## src/hw/rtl/afa_pkg.sv

```systemverilog
`default_nettype none
// ----------------------------------------------------------------------------
// afa_pkg: shared types and constants of the animation frame advance unit
// Operation codes, the time width and the control/status groups between the
// controller and the datapath.
// ----------------------------------------------------------------------------
package afa_pkg;

    // operation codes of an input item
    localparam logic OP_WRITE = 1'b0;
    localparam logic OP_TIME  = 1'b1;

    // width of the time field and of the serial modulo counter
    localparam int TIME_W    = 31;
    localparam int DIV_CNT_W = $clog2(TIME_W);

    // commands from the controller to the datapath
    typedef struct packed {
        logic clr_en;
        logic capture;
        logic wr_update;
        logic restart;
        logic div_time_start;
        logic div_frame_start;
        logic load_rem;
        logic walk_prime;
        logic walk_step;
        logic load_out;
    } afa_cmd_t;

    // status from the datapath to the controller
    typedef struct packed {
        logic in_is_time;
        logic clr_last;
        logic restart_cond;
        logic time_back;
        logic div_done;
        logic need_frame_mod;
        logic walk_stop;
    } afa_status_t;

endpackage : afa_pkg
`default_nettype wire

```

## src/hw/rtl/afa_ram.sv

```systemverilog
`default_nettype none
// ----------------------------------------------------------------------------
// afa_ram: generic single-port-write, single-port-read RAM
// One write and one read per cycle, read data registered.
// ----------------------------------------------------------------------------
module afa_ram #(
    parameter int WIDTH = 16,
    parameter int DEPTH = 256
) (
    input  wire logic                                   clk,
    input  wire logic                                   we,
    input  wire logic [(DEPTH > 1 ? $clog2(DEPTH) : 1)-1:0] waddr,
    input  wire logic [WIDTH-1:0]                       wdata,
    input  wire logic [(DEPTH > 1 ? $clog2(DEPTH) : 1)-1:0] raddr,
    output logic      [WIDTH-1:0]                       rdata
);

    logic [WIDTH-1:0] mem [DEPTH];

    // write port and registered read port
    always_ff @(posedge clk)
    begin
        if (we)
        begin
            mem[waddr] <= wdata;
        end
        rdata <= mem[raddr];
    end

endmodule : afa_ram
`default_nettype wire

```

## src/hw/rtl/afa_mod_unit.sv

```systemverilog
`default_nettype none
// ----------------------------------------------------------------------------
// afa_mod_unit: serial restoring modulo
// Computes dividend mod divisor one dividend bit per cycle over all TIME_W bits.
// ----------------------------------------------------------------------------
module afa_mod_unit
    import afa_pkg::*;
#(
    parameter int DIVISOR_W = 25
) (
    input  wire logic                 clk,
    input  wire logic                 rst_n,
    input  wire logic                 start,
    input  wire logic [TIME_W-1:0]    dividend,
    input  wire logic [DIVISOR_W-1:0] divisor,
    output logic                      done,
    output logic [DIVISOR_W-1:0]      remainder
);

    logic                 busy_reg;
    logic                 done_reg;
    logic [DIV_CNT_W-1:0] cnt_reg;
    logic [TIME_W-1:0]    dividend_reg;
    logic [DIVISOR_W-1:0] divisor_reg;
    logic [DIVISOR_W-1:0] rem_reg;
    logic [DIVISOR_W:0]   shifted;
    logic [DIVISOR_W-1:0] rem_next;

    // one restoring step
    always_comb
    begin
        shifted = {rem_reg, dividend_reg[TIME_W-1]};
        if (shifted >= {1'b0, divisor_reg})
        begin
            rem_next = DIVISOR_W'(shifted - {1'b0, divisor_reg});
        end
        else
        begin
            rem_next = DIVISOR_W'(shifted);
        end
    end

    // control: busy flag, step counter, done pulse
    always_ff @(posedge clk or negedge rst_n)
    begin
        if (!rst_n)
        begin
            busy_reg <= 1'b0;
            done_reg <= 1'b0;
            cnt_reg  <= '0;
        end
        else if (start)
        begin
            busy_reg <= 1'b1;
            done_reg <= 1'b0;
            cnt_reg  <= DIV_CNT_W'(TIME_W - 1);
        end
        else if (busy_reg)
        begin
            cnt_reg  <= cnt_reg - 1'b1;
            busy_reg <= (cnt_reg != '0);
            done_reg <= (cnt_reg == '0);
        end
        else
        begin
            done_reg <= 1'b0;
        end
    end

    // operands and partial remainder
    always_ff @(posedge clk)
    begin
        if (start)
        begin
            dividend_reg <= dividend;
            divisor_reg  <= divisor;
            rem_reg      <= '0;
        end
        else if (busy_reg)
        begin
            dividend_reg <= {dividend_reg[TIME_W-2:0], 1'b0};
            rem_reg      <= rem_next;
        end
    end

    assign done      = done_reg;
    assign remainder = rem_reg;

    // a new operation only starts on an idle unit
    a_start_idle: assert property (@(posedge clk) disable iff (!rst_n)
        start |-> !busy_reg)
        else $error("modulo unit started while busy");

endmodule : afa_mod_unit
`default_nettype wire

```

## src/hw/rtl/afa_ctrl.sv

```systemverilog
`default_nettype none
// ----------------------------------------------------------------------------
// afa_ctrl: controller of the animation frame advance unit
// Sequences the clearing pass, delay writes, the modulo and the frame walk,
// and owns the input and output handshakes.
// ----------------------------------------------------------------------------
module afa_ctrl
    import afa_pkg::*;
(
    input  wire logic        clk,
    input  wire logic        rst_n,
    input  wire logic        in_valid,
    output logic             in_ready,
    output logic             out_valid,
    input  wire logic        out_ready,
    input  wire afa_status_t status,
    output afa_cmd_t         cmd
);

    typedef enum logic [8:0] {
        S_CLEAR      = 9'b000000001,
        S_IDLE       = 9'b000000010,
        S_WR_UPDATE  = 9'b000000100,
        S_TIME_CHECK = 9'b000001000,
        S_MOD_TIME   = 9'b000010000,
        S_MOD_FRAME  = 9'b000100000,
        S_WALK_PRIME = 9'b001000000,
        S_WALK       = 9'b010000000,
        S_RESULT     = 9'b100000000
    } afa_state_t;

    afa_state_t state_reg;
    afa_state_t state_next;
    logic       out_valid_reg;
    logic       out_valid_next;
    logic       out_free;

    assign out_free = !out_valid_reg || out_ready;
    assign in_ready = (state_reg == S_IDLE);

    // next state and commands
    always_comb
    begin
        state_next = state_reg;
        cmd        = '0;
        unique case (state_reg)
            S_CLEAR:
            begin
                cmd.clr_en = 1'b1;
                if (status.clr_last)
                begin
                    state_next = S_IDLE;
                end
            end
            S_IDLE:
            begin
                if (in_valid)
                begin
                    cmd.capture = 1'b1;
                    state_next  = status.in_is_time ? S_TIME_CHECK : S_WR_UPDATE;
                end
            end
            S_WR_UPDATE:
            begin
                cmd.wr_update = 1'b1;
                state_next    = S_RESULT;
            end
            S_TIME_CHECK:
            begin
                if (status.restart_cond)
                begin
                    cmd.restart = 1'b1;
                    state_next  = S_RESULT;
                end
                else if (status.time_back)
                begin
                    state_next = S_RESULT;
                end
                else
                begin
                    cmd.div_time_start = 1'b1;
                    state_next         = S_MOD_TIME;
                end
            end
            S_MOD_TIME:
            begin
                if (status.div_done)
                begin
                    cmd.load_rem = 1'b1;
                    if (status.need_frame_mod)
                    begin
                        cmd.div_frame_start = 1'b1;
                        state_next          = S_MOD_FRAME;
                    end
                    else
                    begin
                        state_next = S_WALK_PRIME;
                    end
                end
            end
            S_MOD_FRAME:
            begin
                if (status.div_done)
                begin
                    state_next = S_WALK_PRIME;
                end
            end
            S_WALK_PRIME:
            begin
                cmd.walk_prime = 1'b1;
                state_next     = S_WALK;
            end
            S_WALK:
            begin
                cmd.walk_step = 1'b1;
                if (status.walk_stop)
                begin
                    state_next = S_RESULT;
                end
            end
            S_RESULT:
            begin
                if (out_free)
                begin
                    cmd.load_out = 1'b1;
                    state_next   = S_IDLE;
                end
            end
            default:
            begin
                state_next = S_IDLE;
            end
        endcase
    end

    // output valid flag
    always_comb
    begin
        out_valid_next = out_valid_reg;
        if (cmd.load_out)
        begin
            out_valid_next = 1'b1;
        end
        else if (out_ready)
        begin
            out_valid_next = 1'b0;
        end
    end

    always_ff @(posedge clk or negedge rst_n)
    begin
        if (!rst_n)
        begin
            state_reg     <= S_CLEAR;
            out_valid_reg <= 1'b0;
        end
        else
        begin
            state_reg     <= state_next;
            out_valid_reg <= out_valid_next;
        end
    end

    assign out_valid = out_valid_reg;

    // a result never overwrites one still waiting
    a_load_free: assert property (@(posedge clk) disable iff (!rst_n)
        cmd.load_out |-> (!out_valid_reg || out_ready))
        else $error("result loaded over a pending result");

    // an accepted item always starts work
    a_accept_busy: assert property (@(posedge clk) disable iff (!rst_n)
        (in_valid && in_ready) |=> (state_reg != S_IDLE))
        else $error("accepted item did not start work");

endmodule : afa_ctrl
`default_nettype wire

```

## src/hw/rtl/afa_datapath.sv

```systemverilog
`default_nettype none
// ----------------------------------------------------------------------------
// afa_datapath: datapath of the animation frame advance unit
// Delay table, running total, frame state, the shared modulo unit, the frame
// walk and the result register.
// ----------------------------------------------------------------------------
module afa_datapath
    import afa_pkg::*;
#(
    parameter int MAX_FRAMES = 256,
    parameter int DELAY_BITS = 16
) (
    input  wire logic              clk,
    input  wire logic              rst_n,
    input  wire logic              cfg_valid,
    input  wire logic [8:0]        cfg_data,
    input  wire logic              operation,
    input  wire logic [7:0]        frame_index,
    input  wire logic [15:0]       frame_delay,
    input  wire logic [TIME_W-1:0] time_now,
    output logic      [7:0]        shown_frame,
    output logic                   frame_changed,
    input  wire afa_cmd_t          cmd,
    output afa_status_t            status
);

    localparam int FI_W  = (MAX_FRAMES > 1) ? $clog2(MAX_FRAMES) : 1;
    localparam int TOT_W = DELAY_BITS + $clog2(MAX_FRAMES + 1);
    localparam int CW    = (FI_W + 1 > 9) ? FI_W + 1 : 9;
    localparam int DIN_W = (DELAY_BITS < 16) ? DELAY_BITS : 16;

    // configuration and frame state
    logic [8:0]            frame_count_reg;
    logic [TOT_W-1:0]      delay_total_reg;
    logic [FI_W-1:0]       current_frame_reg;
    logic [TIME_W-1:0]     anchor_time_reg;
    logic                  started_reg;
    logic [FI_W-1:0]       clr_addr_reg;

    // captured item and work registers
    logic                  op_reg;
    logic [7:0]            idx_reg;
    logic [DELAY_BITS-1:0] dly_reg;
    logic [TIME_W-1:0]     now_reg;
    logic [FI_W-1:0]       old_frame_reg;
    logic [TOT_W-1:0]      rem_reg;
    logic [FI_W-1:0]       rd_frame_reg;
    logic [8:0]            step_cnt_reg;
    logic [7:0]            shown_frame_reg;
    logic                  frame_changed_reg;

    logic [8:0]            n_val;
    logic                  wr_in_range;
    logic [CW-1:0]         frame_plus;
    logic [FI_W-1:0]       first_frame;
    logic [FI_W-1:0]       walk_next;
    logic [TOT_W-1:0]      d_ext;
    logic                  walk_fits;
    logic [TOT_W-1:0]      rem_after;

    logic                  ram_we;
    logic [FI_W-1:0]       ram_waddr;
    logic [DELAY_BITS-1:0] ram_wdata;
    logic [FI_W-1:0]       ram_raddr;
    logic [DELAY_BITS-1:0] ram_rdata;

    logic                  div_start;
    logic [TIME_W-1:0]     div_dividend;
    logic [TOT_W-1:0]      div_divisor;
    logic                  div_done;
    logic [TOT_W-1:0]      div_rem;

    // next frame in the ring for a frame already below the count
    function automatic logic [FI_W-1:0] ring_next(input logic [FI_W-1:0] f,
                                                  input logic [8:0] n);
        logic [CW-1:0] fp;
        fp = CW'(f) + CW'(1);
        return (fp == CW'(n)) ? '0 : FI_W'(fp);
    endfunction

    // effective frame count
    assign n_val = (32'(frame_count_reg) > 32'(MAX_FRAMES)) ? 9'(MAX_FRAMES)
                                                             : frame_count_reg;

    assign wr_in_range = CW'(idx_reg) < CW'(n_val);
    assign frame_plus  = CW'(current_frame_reg) + CW'(1);

    // status toward the controller
    always_comb
    begin
        status                = '0;
        status.in_is_time     = (operation == OP_TIME);
        status.clr_last       = (clr_addr_reg == FI_W'(MAX_FRAMES - 1));
        status.restart_cond   = !started_reg || (n_val == '0) || (delay_total_reg == '0);
        status.time_back      = now_reg < anchor_time_reg;
        status.div_done       = div_done;
        status.need_frame_mod = frame_plus > CW'(n_val);
        status.walk_stop      = !walk_fits || (rem_after == '0)
                                || ((step_cnt_reg + 9'd1) == n_val);
    end

    // walk step evaluation on the delay read last cycle
    assign d_ext       = TOT_W'(ram_rdata);
    assign walk_fits   = d_ext <= rem_reg;
    assign rem_after   = rem_reg - d_ext;
    assign walk_next   = ring_next(rd_frame_reg, n_val);
    assign first_frame = status.need_frame_mod ? FI_W'(div_rem)
                                               : ring_next(current_frame_reg, n_val);

    // table read address: walk runs one frame ahead of the evaluation
    always_comb
    begin
        priority if (cmd.walk_prime)
        begin
            ram_raddr = first_frame;
        end
        else if (cmd.walk_step)
        begin
            ram_raddr = walk_next;
        end
        else
        begin
            ram_raddr = FI_W'(frame_index);
        end
    end

    // table write port: clearing pass or delay write
    always_comb
    begin
        priority if (cmd.clr_en)
        begin
            ram_we    = 1'b1;
            ram_waddr = clr_addr_reg;
            ram_wdata = '0;
        end
        else
        begin
            ram_we    = cmd.wr_update && wr_in_range;
            ram_waddr = FI_W'(idx_reg);
            ram_wdata = dly_reg;
        end
    end

    afa_ram #(
        .WIDTH (DELAY_BITS),
        .DEPTH (MAX_FRAMES)
    ) u_delay_ram (
        .clk   (clk),
        .we    (ram_we),
        .waddr (ram_waddr),
        .wdata (ram_wdata),
        .raddr (ram_raddr),
        .rdata (ram_rdata)
    );

    // shared modulo: elapsed time by the total, or a stale frame by the count
    assign div_start    = cmd.div_time_start || cmd.div_frame_start;
    assign div_dividend = cmd.div_frame_start ? TIME_W'(frame_plus)
                                              : (now_reg - anchor_time_reg);
    assign div_divisor  = cmd.div_frame_start ? TOT_W'(n_val) : delay_total_reg;

    afa_mod_unit #(
        .DIVISOR_W (TOT_W)
    ) u_mod (
        .clk       (clk),
        .rst_n     (rst_n),
        .start     (div_start),
        .dividend  (div_dividend),
        .divisor   (div_divisor),
        .done      (div_done),
        .remainder (div_rem)
    );

    // frame state, total and configuration
    always_ff @(posedge clk or negedge rst_n)
    begin
        if (!rst_n)
        begin
            frame_count_reg   <= '0;
            delay_total_reg   <= '0;
            current_frame_reg <= '0;
            anchor_time_reg   <= '0;
            started_reg       <= 1'b0;
            clr_addr_reg      <= '0;
        end
        else
        begin
            if (cfg_valid)
            begin
                frame_count_reg <= cfg_data;
            end
            if (cmd.clr_en)
            begin
                clr_addr_reg <= clr_addr_reg + 1'b1;
            end
            if (cmd.wr_update && wr_in_range)
            begin
                delay_total_reg <= delay_total_reg - TOT_W'(ram_rdata) + TOT_W'(dly_reg);
            end
            if (cmd.restart)
            begin
                current_frame_reg <= '0;
                anchor_time_reg   <= now_reg;
                started_reg       <= 1'b1;
            end
            if (cmd.walk_step && walk_fits)
            begin
                current_frame_reg <= rd_frame_reg;
                anchor_time_reg   <= now_reg;
            end
        end
    end

    // item capture, walk registers and result register
    always_ff @(posedge clk)
    begin
        if (cmd.capture)
        begin
            op_reg        <= operation;
            idx_reg       <= frame_index;
            dly_reg       <= DELAY_BITS'(frame_delay[DIN_W-1:0]);
            now_reg       <= time_now;
            old_frame_reg <= current_frame_reg;
        end
        if (cmd.load_rem)
        begin
            rem_reg <= div_rem;
        end
        if (cmd.walk_prime)
        begin
            rd_frame_reg <= first_frame;
            step_cnt_reg <= '0;
        end
        if (cmd.walk_step)
        begin
            rd_frame_reg <= walk_next;
            step_cnt_reg <= step_cnt_reg + 9'd1;
            if (walk_fits)
            begin
                rem_reg <= rem_after;
            end
        end
        if (cmd.load_out)
        begin
            shown_frame_reg   <= 8'(current_frame_reg);
            frame_changed_reg <= (op_reg == OP_TIME) && (current_frame_reg != old_frame_reg);
        end
    end

    assign shown_frame   = shown_frame_reg;
    assign frame_changed = frame_changed_reg;

    // the walk only reads frames below the count
    a_walk_in_range: assert property (@(posedge clk) disable iff (!rst_n)
        cmd.walk_step |-> (CW'(rd_frame_reg) < CW'(n_val)))
        else $error("walk visited a frame past the count");

    // a frame that fits re-anchors to the item time
    a_walk_anchor: assert property (@(posedge clk) disable iff (!rst_n)
        (cmd.walk_step && walk_fits) |=> (anchor_time_reg == $past(now_reg)))
        else $error("walk step did not re-anchor");

endmodule : afa_datapath
`default_nettype wire

```

## src/hw/rtl/animation_frame_advance_unit.sv

```systemverilog
`default_nettype none
// ----------------------------------------------------------------------------
// animation_frame_advance_unit: animation frame timing
// Keeps per-frame delays with their total and picks the frame to show at a
// given time.
// ----------------------------------------------------------------------------
// After reset the unit clears its delay table entry by entry and takes no item
// meanwhile; frame_count writes are taken at any time. One item is worked at
// a time and yields one result. A delay write goes through a table read, the
// update and the result. A time item that restarts the animation, or whose
// time lies before the anchor, ends after the time check with the result. Any
// other time item runs the serial modulo of the elapsed time by the delay
// total, then walks frame by frame, one delay table read a cycle, over at most
// the frame count of frames; when the current frame lies at or past a reduced
// frame count, a second modulo finds the next frame first. The next item is
// taken while the previous result waits at the output.
// ----------------------------------------------------------------------------
module animation_frame_advance_unit
    import afa_pkg::*;
#(
    parameter int MAX_FRAMES = 256,
    parameter int DELAY_BITS = 16
) (
    input  wire logic              clk,
    input  wire logic              rst_n,
    input  wire logic              cfg_valid,
    output logic                   cfg_ready,
    input  wire logic [8:0]        cfg_data,
    input  wire logic              in_valid,
    output logic                   in_ready,
    input  wire logic              operation,
    input  wire logic [7:0]        frame_index,
    input  wire logic [15:0]       frame_delay,
    input  wire logic [TIME_W-1:0] time_now,
    output logic                   out_valid,
    input  wire logic              out_ready,
    output logic      [7:0]        shown_frame,
    output logic                   frame_changed
);

    afa_cmd_t    cmd;
    afa_status_t status;

    // configuration writes are always taken
    assign cfg_ready = 1'b1;

    afa_ctrl u_ctrl (
        .clk       (clk),
        .rst_n     (rst_n),
        .in_valid  (in_valid),
        .in_ready  (in_ready),
        .out_valid (out_valid),
        .out_ready (out_ready),
        .status    (status),
        .cmd       (cmd)
    );

    afa_datapath #(
        .MAX_FRAMES (MAX_FRAMES),
        .DELAY_BITS (DELAY_BITS)
    ) u_datapath (
        .clk           (clk),
        .rst_n         (rst_n),
        .cfg_valid     (cfg_valid && cfg_ready),
        .cfg_data      (cfg_data),
        .operation     (operation),
        .frame_index   (frame_index),
        .frame_delay   (frame_delay),
        .time_now      (time_now),
        .shown_frame   (shown_frame),
        .frame_changed (frame_changed),
        .cmd           (cmd),
        .status        (status)
    );

endmodule : animation_frame_advance_unit
`default_nettype wire

```

## config.mk

```make
export PLATFORM = sky130hd
export DESIGN_NAME = animation_frame_advance_unit
export DESIGN_NICKNAME = d
export VERILOG_FILES = /design/src/hw/rtl/afa_pkg.sv /design/src/hw/rtl/afa_ram.sv /design/src/hw/rtl/afa_mod_unit.sv /design/src/hw/rtl/afa_ctrl.sv /design/src/hw/rtl/afa_datapath.sv /design/src/hw/rtl/animation_frame_advance_unit.sv
export SDC_FILE = /design/constraint.sdc
export NUM_CORES = 2
export LEC_CHECK = 0
export BUFFER_PORTS_ARGS = -buffer_cell sky130_fd_sc_hd__buf_2
export CORE_ASPECT_RATIO = 0.5
export CORE_UTILIZATION = 35
export DETAILED_ROUTE_END_ITERATION = 10
export PLACE_DENSITY = 0.47
export SYNTH_ARGS = -nofsm -noshare
export SYNTH_HDL_FRONTEND = slang
export SYNTH_SLANG_ARGS = --single-unit
```

## constraint.sdc

```tcl
create_clock -name clk -period 22.4 [get_ports clk]
set_input_delay 0 -clock clk [delete_from_list [all_inputs] [get_ports clk]]
set_output_delay 0 -clock clk [all_outputs]
set_load 0.01 [all_outputs]
```

==> parameters.txt <==
Parameter                              Value

Worst setup path
  Peak fanout along the critical path    60
  Crit path required time    23.35 ns
  Count of cells along the worst register-to-register path    23
  Worst endpoint data arrival time    11.13 ns
  Crit Path Class    flop to flop
  Worst flop-to-flop path startpoint    u_datapath.current_frame_reg[0]$_DFFE_PN0P_
  Nature of the critical path endpoint    flop
  R2r endpoint    u_datapath.u_delay_ram.rdata[13]$_DFF_P_
  Worst R2R Setup Slack    12.21 ns
  Startpoint type of the worst setup path    flop

Pwr
  Overall power    19.8 mW
  Leakage power    70.9 nW
  Power per unit of standard cell area    95.5 mW/mm2
  Internal power    14.4 mW
  Share of power burned in combinational logic    0.139
  Maximum VDD drop    slightly below 0.00007 V
  Switch share    0.273
  Sequential fraction of design power    0.491
  Switch Pwr    5.40 mW
  Clock network fraction of design power    0.369

Route
  Number of remaining DRC errors    0
  Final ANT Viol Nets    0
  WL per Instance    31.5 um
  Via count    119879
  Via-per-instance ratio    5.70
  Initial DRC count    16717
  Total wirelength of the detailed-routed design    around 660 mm
  Pre-Repair DR Iteration Count    6

Final layout
  Register area    ~0.13 mm2
  Register with the most flip-flops    u_datapath.u_delay_ram.mem
  Max FFs per register    about 4100
  Post-Layout Cell Count    between 20000 and 25000
  Total area of multi-input combinational cells    0.0464 mm2
  Final #Nets    14015
  Area growth syn-to-layout    14.1%
  Fill count    47944
  Post-route core utilization    0.402
  Proportion of layout cells with a drive suffix above 1    0.112

Synth
  Nets in the synthesized netlist    roughly 14000
  Most used standard cell by instance count after synthesis    edfxtp_1
  Top-area cell type share of the netlist area    0.702
  Count of cell types in the netlist    97
  Top cell types by occurrence after synthesis    4242 x edfxtp_1, 3034 x nand2_1, 1406 x nand3_1, 477 x mux2i_1, 467 x nor2_1
  Total standard cell area after synthesis    0.181 mm2
  Number of instances in the synthesized netlist    13422
  Synthesis warning total    0
  Post-synthesis async set-or-reset flop share    0.0225
  Synthesized area divided by synthesized cell count    13.5 um2
  Top cells by area, synth    edfxtp_1 70%, nand2_1 6.3%, nand3_1 3.9%
  Prevailing post-synth register cell    edfxtp_1
  Share of the yosys chip area belonging to registers    0.723
  Number of synthesized flops with an enable pin    4242
  Library cell with the largest summed area after synthesis    edfxtp_1
  Post-synthesis sequential element count    4407

STA
  RSZ-0062 raised after global routing    false
  Clock Skews    0.0503 ns
  Post-route clock period utilization    0.455
  Crit path time final    10.19 ns
  Final setup viols    0
  Number of hold-slack violations in the final timing report    0
  Worst-Margin Slew    about 1.7 ns
  Number of max-slew violations in the final report    59
  Max frequency    98.2 MHz
  Relative slew slack    -0.137
  Sum of negative setup slack    0 ns
  Crit path setup slack, layout    between 10 and 15 ns

Status
  Failing checks    max-capacitance violations, max-slew violations
  Outcome    complete, but fails checks

Clocking
  Root buffer cell    clkbuf_16
  Clock net sink count    4407
  PostCTS Resize Cnt    0
  Postcts setup bufs    0
  CTS clock-pin slew for the worst setup and hold paths    0.07 ns
  Max Root-Sink Buffers    4
  Number of buffers created by CTS    ~430
  Number of levels in the clock H-tree    5
  Skew-Pair Late Insertion Delay    1.04 ns
  Count of hold buffers inserted by post-cts repair    149
  TritonCTS clock tree    done

Die
  Initial cell density of the core    0.353
  Standard-cell rows    186
  Die width    1.02 mm
  Die Outline Area    0.522 mm2
  Core outline area    0.515 mm2
  Die Height    511 um
  # IOs    82

Global route
  Pin count of the biggest net entering global routing    ~170
  Wire length of the first global-routing pass    914 mm
  Via count of the first global-routing pass    112265
  Antenna violations before repair    72
  Sum of overflow across all layers after global routing    0
  Aggregate global-route resource usage    0.246

Placement
  Inst Count DP    20086
  Half-perimeter wire length of the detailed placement result    401 mm
  Setup WS pre-CTS    12.56 ns
  Final Wtd Congestion    ~0.87
  Count of port buffers added during placement    80

Min path
  Hold WC Path Type    input pin to asynchronous set/reset pin

Run
  Number of maximum-capacitance violations    1
how the worst max path moves through the flow:
stage	from	end	slack, ns	cells past startpoint
3_3_place_gp	u_datapath.current_frame_reg[0]$_DFFE_PN0P_	u_datapath.u_delay_ram.rdata[0]$_DFF_P_	12.03	23
5_1_grt	u_datapath.current_frame_reg[0]$_DFFE_PN0P_	u_datapath.u_delay_ram.rdata[13]$_DFF_P_	11.97	23
6_report	u_datapath.current_frame_reg[0]$_DFFE_PN0P_	u_datapath.u_delay_ram.rdata[13]$_DFF_P_	12.21	23
2_1_floorplan	u_ctrl.state_reg[7]$_DFFE_PN0P_	u_datapath.u_delay_ram.mem[0][10]$_DFFE_PP_	13.71	7
4_1_cts	u_datapath.current_frame_reg[0]$_DFFE_PN0P_	u_datapath.u_delay_ram.rdata[13]$_DFF_P_	12.49	23
3_5_place_dp	u_datapath.current_frame_reg[0]$_DFFE_PN0P_	u_datapath.u_delay_ram.rdata[13]$_DFF_P_	12.56	23
critical path, cell delays in order (launching register included):
cell,delay (ns)
dfrtp_1,0.65
ha_1,0.32
nand4_1,0.13
xnor2_1,0.36
ha_1,0.31
nand3_1,0.15
a21oi_1,0.08
a211o_1,0.36
o211ai_1,0.31
nand3_2,0.10
buf_4,0.30
nand3_4,0.69
buf_4,0.67
buf_4,0.70
buf_4,0.82
buf_4,0.57
buf_4,0.69
mux2i_1,0.16
a221oi_1,0.42
a31oi_1,0.08
o211ai_1,0.60
o211ai_1,0.43
o2111ai_1,0.63
o41a_1,0.29
cells in the final DEF, fill, tap and decap left out, types with 29 or more instances in the layout:
| cell | count |
|---|---|
| nand2b_1 | 31 |
| dlygate4sd3_1 | 148 |
| o211ai_1 | 64 |
| nand4_1 | 98 |
| nor2_2 | 98 |
| nand3_1 | 1404 |
| o22ai_1 | 34 |
| a21oi_1 | 205 |
| bufinv_16 | 37 |
| buf_4 | 540 |
| clkinv_1 | 95 |
| dfrtp_1 | 97 |
| a32oi_1 | 165 |
| nor2_1 | 339 |
| clkbuf_16 | 445 |
| xnor2_1 | 65 |
| clkinv_2 | 97 |
| a31oi_1 | 242 |
| xor2_1 | 55 |
| o21ai_0 | 285 |
| inv_1 | 194 |
| a32o_1 | 39 |
| mux2i_1 | 477 |
| buf_2 | 79 |
| o21a_1 | 29 |
| nor4_1 | 33 |
| nor3_1 | 60 |
| mux4_2 | 79 |
| edfxtp_1 | 4242 |
| a221o_1 | 34 |
| a221oi_1 | 121 |
| ha_1 | 123 |
| nand2_1 | 3017 |
| a211oi_1 | 103 |
| and3_1 | 131 |
| a21o_1 | 42 |
| clkbuf_1 | 92 |
| dfxtp_1 | 66 |
| nor2_4 | 30 |
power groups by stage:
stage / logic (mW) / clock network, mW / registers, mW
2_1_floorplan: 1.59 / 0 / 9.94
6_report: 2.76 / 7.31 / 9.72
3_3_place_gp: 2.69 / 0 / 9.89
5_1_grt: 2.97 / 7.68 / 9.73
3_5_place_dp: 2.71 / 0 / 9.89
4_1_cts: 2.75 / 7.40 / 9.72
metrics by stage:
step | area, um2 | hold WS, ns
2_1_floorplan | 181000 | -0.296
3_3_place_gp | 192000 | 0.134
3_5_place_dp | 192000 | 0.142
4_1_cts | 207000 | 0.0275
5_1_grt | 207000 | 0.127
6_report | 207000 | 0.112
final cells by class:
class                      count  area share
antenna                       25    0.000302
clock buffer                 542      0.0558
clock inverter               246      0.0105
inverter                     196     0.00356
multi-input combinational   7977       0.224
sequential                  4407       0.633
tap                         6862      0.0414
timing repair buffer         793      0.0311
cell families after synthesis:
group / synth area share
other cells: 0.0000207
fa+ha+maj: 0.0106
compound gates: 0.0680
simple gates: 0.129
buf+inv: 0.0263
flops: 0.723
xor+xnor: 0.00592
mux: 0.0371
routing by layer:
metal  vias up  global-route usage  wire length (um)
met5         -                   0               188
met4        26              0.0648             19200
met3       916              0.0464             63100
met2      5724               0.367            288000
met1     61952               0.368            294000
li1      51261                   -                 -
Note: power is estimated with default switching activity, not from simulation.
